`config.mk`:
```
export PLATFORM = sky130hd
export DESIGN_NAME = texture_tile_swizzler
export DESIGN_NICKNAME = d
export VERILOG_FILES = /design/src/rtl/ttsw_pkg.sv /design/src/rtl/texture_tile_swizzler.sv
export SDC_FILE = /design/constraint.sdc
export NUM_CORES = 1
export LEC_CHECK = 0
export ABC_CLOCK_PERIOD_IN_PS = 5800
export BUFFER_PORTS_ARGS = -buffer_cell sky130_fd_sc_hd__buf_2
export CAP_MARGIN = 40
export CORE_MARGIN = 1.5
export CORE_UTILIZATION = 45
export DETAILED_ROUTE_END_ITERATION = 16
export PLACE_DENSITY_LB_ADDON = 0.12
export SYNTH_ARGS = -nofsm -noshare
export SYNTH_HDL_FRONTEND = slang
export SYNTH_SLANG_ARGS = --single-unit
export TNS_END_PERCENT = 30
```
`constraint.sdc`:
```
create_clock -name clk_i -period 5.8 [get_ports clk_i]
set_input_delay 0 -clock clk_i [delete_from_list [all_inputs] [get_ports clk_i]]
set_output_delay 0 -clock clk_i [all_outputs]
set_load 0.03 [all_outputs]
```
`src/rtl/ttsw_pkg.sv`:
```
// ----------------------------------------------------------------------------
// Texture tile swizzler package
// Shared constants, widths and format codes for the tiling pipeline.
// ----------------------------------------------------------------------------
package ttsw_pkg;

  // Default coordinate limits (clamp at MAX-1)
  localparam int unsigned MaxWidthDef  = 1024;
  localparam int unsigned MaxHeightDef = 1024;

  // Field widths
  localparam int unsigned CoordW  = 10;
  localparam int unsigned ByteW   = 8;
  localparam int unsigned TprW    = 9;
  localparam int unsigned OffW    = 22;
  localparam int unsigned DataW   = 16;
  localparam int unsigned InDataW  = 56;  // 52 bits of fields, byte padded
  localparam int unsigned OutDataW = 40;  // 38 bits of fields, byte padded

  // Tiled layout formats
  typedef enum logic [1:0] {
    FMT_I8     = 2'd0,
    FMT_IA8    = 2'd1,
    FMT_RGB565 = 2'd2,
    FMT_RGBA8  = 2'd3
  } fmt_e;

  // Configuration register indexes
  typedef enum logic {
    CFG_FORMAT = 1'b0,
    CFG_TPR    = 1'b1
  } cfg_idx_e;

  // Distance from the alpha-red word to the green-blue word in RGBA8
  localparam logic [OffW-1:0] Rgba8GbOff = 22'd32;

endpackage

```
`src/rtl/texture_tile_swizzler.sv`:
```
// ----------------------------------------------------------------------------
// Texture tile swizzler
// Maps a source pixel to its byte offset and data in a tiled texture.
// ----------------------------------------------------------------------------
// Throughput: one pixel per cycle for I8, IA8 and RGB565 when the output is
// not stalled; RGBA8 pixels give two output transactions and hold the output
// stage until both are taken. Three register stages (input/clamp, tile-row
// multiply, offset sum) with valid bits; reset clears valids and sets format I8, one tile per row.
module texture_tile_swizzler #(
  parameter int unsigned MAX_WIDTH  = ttsw_pkg::MaxWidthDef,
  parameter int unsigned MAX_HEIGHT = ttsw_pkg::MaxHeightDef
) (
  input  logic                          clk_i,
  input  logic                          rst_ni,
  // configuration write port
  input  logic                          cfg_we_i,
  input  logic                          cfg_idx_i,
  input  logic [ttsw_pkg::TprW-1:0]     cfg_data_i,
  // pixel input
  input  logic                          s_axis_tvalid,
  output logic                          s_axis_tready,
  // pixel_column, pixel_row, byte_zero, byte_one, byte_two, byte_three, pad
  input  logic [ttsw_pkg::InDataW-1:0]  s_axis_tdata,
  // tiled output
  output logic                          m_axis_tvalid,
  input  logic                          m_axis_tready,
  // byte_offset, out_data, pad
  output logic [ttsw_pkg::OutDataW-1:0] m_axis_tdata,
  // is_single_byte
  output logic                          m_axis_tuser,
  output logic                          m_axis_tlast
);

  localparam int unsigned CW  = ttsw_pkg::CoordW;
  localparam int unsigned BW  = ttsw_pkg::ByteW;
  localparam int unsigned OW  = ttsw_pkg::OffW;
  localparam int unsigned DW  = ttsw_pkg::DataW;
  localparam int unsigned TW  = ttsw_pkg::TprW;
  localparam int unsigned PW  = CW - 2 + TW;   // tile row x tiles per row
  localparam int unsigned LW  = CW - 2 + 6;    // in-row linear offset
  localparam logic [31:0] COL_MAX = 32'(MAX_WIDTH - 1);
  localparam logic [31:0] ROW_MAX = 32'(MAX_HEIGHT - 1);

  // configuration
  ttsw_pkg::fmt_e format_q;
  logic [TW-1:0]  tpr_q;

  always_ff @(posedge clk_i or negedge rst_ni) begin
    if (!rst_ni) begin
      format_q <= ttsw_pkg::FMT_I8;
      tpr_q    <= TW'(1);
    end else if (cfg_we_i) begin
      case (cfg_idx_i)
        ttsw_pkg::CFG_FORMAT: format_q <= ttsw_pkg::fmt_e'(cfg_data_i[1:0]);
        ttsw_pkg::CFG_TPR:    tpr_q    <= cfg_data_i;
        default: ;
      endcase
    end
  end

  // handshake chain
  logic s1_valid_q, s2_valid_q, s3_valid_q;
  logic s1_ready, s2_ready, s3_free;
  logic s3_last;

  assign s3_free       = !s3_valid_q || (m_axis_tready && s3_last);
  assign s2_ready      = !s2_valid_q || s3_free;
  assign s1_ready      = !s1_valid_q || s2_ready;
  assign s_axis_tready = s1_ready;

  // ---------------- stage 1: capture and clamp ----------------
  logic [CW-1:0] col_in, row_in, col_c, row_c;
  logic [CW-1:0] s1_col_q, s1_row_q;
  logic [BW-1:0] s1_b0_q, s1_b1_q, s1_b2_q, s1_b3_q;

  assign col_in = s_axis_tdata[CW-1:0];
  assign row_in = s_axis_tdata[2*CW-1:CW];
  assign col_c  = (32'(col_in) > COL_MAX) ? COL_MAX[CW-1:0] : col_in;
  assign row_c  = (32'(row_in) > ROW_MAX) ? ROW_MAX[CW-1:0] : row_in;

  always_ff @(posedge clk_i or negedge rst_ni) begin
    if (!rst_ni) begin
      s1_valid_q <= 1'b0;
    end else if (s1_ready) begin
      s1_valid_q <= s_axis_tvalid;
    end
  end

  always_ff @(posedge clk_i) begin
    if (s1_ready && s_axis_tvalid) begin
      s1_col_q <= col_c;
      s1_row_q <= row_c;
      s1_b0_q  <= s_axis_tdata[2*CW+BW-1:2*CW];
      s1_b1_q  <= s_axis_tdata[2*CW+2*BW-1:2*CW+BW];
      s1_b2_q  <= s_axis_tdata[2*CW+3*BW-1:2*CW+2*BW];
      s1_b3_q  <= s_axis_tdata[2*CW+4*BW-1:2*CW+3*BW];
    end
  end

  // ---------------- stage 2: tile row multiply, data packing ----------------
  logic [PW-1:0] prod_d;
  logic [LW-1:0] lin_d;
  logic [DW-1:0] data0_d, data1_d;
  logic          single_d, rgba_d;

  logic [PW-1:0] s2_prod_q;
  logic [LW-1:0] s2_lin_q;
  logic [DW-1:0] s2_data0_q, s2_data1_q;
  logic          s2_single_q, s2_rgba_q;

  assign prod_d = PW'(s1_row_q[CW-1:2]) * PW'(tpr_q);

  always_comb begin
    lin_d    = {1'b0, s1_col_q[CW-1:2], s1_row_q[1:0], s1_col_q[1:0], 1'b0};
    data0_d  = {s1_b0_q, s1_b1_q};
    data1_d  = {s1_b2_q, s1_b3_q};
    single_d = 1'b0;
    rgba_d   = 1'b0;
    case (format_q)
      ttsw_pkg::FMT_I8: begin
        lin_d    = {2'b00, s1_col_q[CW-1:3], s1_row_q[1:0], s1_col_q[2:0]};
        data0_d  = {{BW{1'b0}}, s1_b0_q};
        single_d = 1'b1;
      end
      ttsw_pkg::FMT_IA8: ;
      ttsw_pkg::FMT_RGB565: begin
        data0_d = {s1_b0_q[7:3], s1_b1_q[7:2], s1_b2_q[7:3]};
      end
      ttsw_pkg::FMT_RGBA8: begin
        // 64-byte tiles
        lin_d  = {s1_col_q[CW-1:2], 1'b0, s1_row_q[1:0], s1_col_q[1:0], 1'b0};
        rgba_d = 1'b1;
      end
      default: ;
    endcase
  end

  always_ff @(posedge clk_i or negedge rst_ni) begin
    if (!rst_ni) begin
      s2_valid_q <= 1'b0;
    end else if (s2_ready) begin
      s2_valid_q <= s1_valid_q;
    end
  end

  always_ff @(posedge clk_i) begin
    if (s2_ready && s1_valid_q) begin
      s2_prod_q   <= prod_d;
      s2_lin_q    <= lin_d;
      s2_data0_q  <= data0_d;
      s2_data1_q  <= data1_d;
      s2_single_q <= single_d;
      s2_rgba_q   <= rgba_d;
    end
  end

  // ---------------- stage 3: offset sum and output ----------------
  logic [OW:0]   prod_sh;
  logic [OW-1:0] off_d;

  logic [OW-1:0] s3_off_q;
  logic [DW-1:0] s3_data0_q, s3_data1_q;
  logic          s3_single_q, s3_rgba_q, s3_phase_q;

  // 32 bytes per tile for the halfword and I8 tiles, 64 for RGBA8
  assign prod_sh = s2_rgba_q ? (OW+1)'({s2_prod_q, 6'b0}) : (OW+1)'({s2_prod_q, 5'b0});
  assign off_d   = prod_sh[OW-1:0] + OW'(s2_lin_q);

  always_ff @(posedge clk_i or negedge rst_ni) begin
    if (!rst_ni) begin
      s3_valid_q <= 1'b0;
      s3_phase_q <= 1'b0;
    end else if (s3_free) begin
      s3_valid_q <= s2_valid_q;
      s3_phase_q <= 1'b0;
    end else if (m_axis_tready) begin
      s3_phase_q <= 1'b1;
    end
  end

  always_ff @(posedge clk_i) begin
    if (s3_free) begin
      if (s2_valid_q) begin
        s3_off_q    <= off_d;
        s3_data0_q  <= s2_data0_q;
        s3_data1_q  <= s2_data1_q;
        s3_single_q <= s2_single_q;
        s3_rgba_q   <= s2_rgba_q;
      end
    end else if (m_axis_tready) begin
      // alpha-red sent, move to green-blue word
      s3_off_q   <= s3_off_q + ttsw_pkg::Rgba8GbOff;
      s3_data0_q <= s3_data1_q;
    end
  end

  assign s3_last       = !s3_rgba_q || s3_phase_q;
  assign m_axis_tvalid = s3_valid_q;
  assign m_axis_tdata  = {2'b00, s3_data0_q, s3_off_q};
  assign m_axis_tuser  = s3_single_q;
  assign m_axis_tlast  = s3_last;

  // ---------------- assertions ----------------
  a_rgba_second: assert property (@(posedge clk_i) disable iff (!rst_ni)
    (s3_valid_q && s3_rgba_q && !s3_phase_q && m_axis_tready)
      |=> (s3_valid_q && s3_phase_q))
    else $error("RGBA8 second word not presented");

  a_rgba_step: assert property (@(posedge clk_i) disable iff (!rst_ni)
    $rose(s3_phase_q) |-> (s3_off_q == $past(s3_off_q) + ttsw_pkg::Rgba8GbOff))
    else $error("RGBA8 green-blue offset not 32 bytes on");

  a_single_last: assert property (@(posedge clk_i) disable iff (!rst_ni)
    (m_axis_tvalid && m_axis_tuser) |-> (m_axis_tlast && !s3_rgba_q))
    else $error("single byte transaction not last of pixel");

  a_phase_rgba: assert property (@(posedge clk_i) disable iff (!rst_ni)
    s3_phase_q |-> (s3_valid_q && s3_rgba_q))
    else $error("second phase outside RGBA8 pixel");

endmodule
```
==> impl_metrics.toml <==
[synth]
synth-seq-area-share = 0.555
synth.avg_cell_area_sq_um = 12.6
synth_cells = 799
synth_seq_cells = 188
synthDistinctLibCells = 57
synthFlopType = "edfxtp_1"
synth_edf_count = 173
ys_async_sr_fraction = 0.0798
yosysWarnings = 0
syn_area_sq_um = 10000

[timing]
rsz0062_at_grt = "no"
skew_ns = 0.0204
max-slew-margin-rel = 0.423
setup_viol = 0
hold_viol = 0
fin_crit_ns = 4.59
min_period_over_period = 0.791
fmax_ghz = 0.218
worst_pin_slew_ns = 0.865
tns_ns = 0
drv_slew = 0

[floorplan]
die_width_um = 152
rows = 54
die_area_sq_um = 23200
fp.coreArea_sq_um = 21800
die_height_um = 152
start_util = 0.460
io_pins = 115

[critical_path]
reg2reg_depth = 14
crit_required_ns = 5.96
cp-end-kind = "flip-flop"
worstSetupPathDepth = 14
cp_max_fo = 9
cp_data_arrival_time_ns = 4.75
cpMaxStageDelayCell = "fa_1"
max_stage_delay_ns = 0.55
worstPathCellList = "and2_1 -> fa_1 -> fa_1 -> fa_1 -> inv_1 -> fa_1 -> inv_1 -> ha_1 -> a21oi_1 -> nand2_1 -> o21ai_1 -> nand2b_1 -> o211ai_1 -> xor2_1"
critical_path_buf_inv_count = 2
crit_path_start_kind = "flip-flop"
timing.critical_path.mode_cell = "fa_1"
crit_type = "flip-flop to flip-flop"
crit_family = "adder cells"

[run_status]
status = "finished, final reports clean"

[clock_tree]
cts_root_buf = "clkbuf_16"
hold_buffers = 68
cts_tree = "done"
cts.sinks = 188
htree_num_levels = 4
cts_buffer_depth = 2
post_cts_resized = 0
cts_buffers = 17
clk_latency_ns = 0.43
postCtsSetupBuffers = 0
cts.reportedPaths.clkPinSlew_ns = 0.07

[drt]
drtIter0Drc = 306
postRouteAntennaNets = 0
via_per_inst = 4.90
drc = 0
firstDrtPassIters = 4
wirelength_um = 19200
wl_per_cell_um = 15.1
vias = 6240

[global_routing]
grt_max_degree = 66
track_usage = 0.169
overflow = 0
antenna_found_initial = 0
first_global_vias = 6197
grt_pass1_wl_um = 31200

[min_path]
hp-class = "primary input to asynchronous set/reset pin"

[layout]
nets = 1146
drive_gt1_frac = 0.181
final_common_cell = "edfxtp_1"
area_growth_pct = 21.1
final_cell_mix = "edfxtp_1 (173), nand2_1 (109), buf_2 (108)"
postLayoutCoreUtil = 0.557
diodes = 0

[run]
drv_cap = 0

[placed_design]
portBuffers = 108
gp_congestion = 0.802
dp_hpwl_um = 13400

[power]
p_per_area_nw_per_um2 = 477
p_leak_nw = 5.04
peakVddDrop_mv = 0.223
-- metrics by stage --
step                total power [mW]  hold slack (ns)  cell area (sq um)  worst slack (ns)  cells
floorplan                       4.13           -0.296              10000              1.04    800
global placement                4.65          -0.0411              10900              1.25   1174
detailed placement              4.69          -0.0408              10900              1.23   1175
CTS                             5.87           0.0279              12100              1.21   1274
global route                    6.29           0.0519              12100             0.898   1274
finish                          5.80           0.0432              12100              1.21   1274
-- logic make-up (layout without fill, tap and decap cells) --
logic type / Yosys count / after routing / synth area share
buf+inv: 92 / 286 / 0.0379
other cells: 1 / 2 / 0.000374
compound gates: 111 / 111 / 0.0737
simple gates: 251 / 251 / 0.124
xor+xnor: 39 / 39 / 0.0340
flops: 188 / 188 / 0.555
fa+ha+maj: 93 / 93 / 0.148
mux: 24 / 24 / 0.0259
-- layout make-up --
class                      instances  area [sq um]
fill                            1835          9680
sequential                       188          5570
multi-input combinational        520          4110
timing repair buffer             182          1270
clock buffer                      17           425
tap                              280           350
inverter                          73           274
clock inverter                    14           144
-- path summary, 6_finish.rpt --
check | from | to | slack (ns)
worst max-delay path | s1_row_q[7]$_DFFE_PP_ | s2_prod_q[14]$_DFFE_PP_ | 1.21
worst min register to register | s2_data1_q[15]$_DFFE_PP_ | s3_data1_q[15]$_DFFE_PP_ | 0.41
min in group clk_i | cfg_we_i | tpr_q[1]$_DFFE_PN0P_ | 0.25
worst max register to register | s1_row_q[7]$_DFFE_PP_ | s2_prod_q[14]$_DFFE_PP_ | 1.21
max in group asynchronous | rst_ni | tpr_q[0]$_DFFE_PN1P_ | 5.42
worst min-delay path | rst_ni | tpr_q[1]$_DFFE_PN0P_ | 0.04
-- cell usage after synthesis, types with 16 or more instances --
master / n / area, sq um
a21oi_1: 23 / 115
o21ai_0: 16 / 80.1
nor2_1: 21 / 78.8
inv_1: 71 / 267
edfxtp_1: 173 / 5190
xnor2_1: 23 / 201
ha_1: 50 / 626
fa_1: 43 / 861
and2_1: 79 / 494
nand2_1: 109 / 409
mux2_2: 16 / 180
xor2_1: 16 / 140
o21ai_1: 16 / 80.1
-- registers in the layout, summed over array words and instances, names as in the netlist, 9 cells and up --
name	count
s2_data1_q	16
s2_data0_q	16
s2_prod_q	17
s1_row_q	10
s3_data1_q	16
s1_col_q	10
s3_off_q	22
s3_data0_q	16
s2_lin_q	14
tpr_q	9
-- report_power, final --
group	switching [mW]	internal, mW	total (mW)
Sequential	0.194	1.95	2.15
Combinational	1.46	1.08	2.53
Clock	0.543	0.573	1.12
-- per-layer routing --
metal  GRT usage  share of wire
met2       0.264           0.46
met3      0.0319          0.042
met4      0.0435         0.0071
met5           0              0
met1       0.244           0.49
No activity file was read; power rests on OpenSTA's default activity.
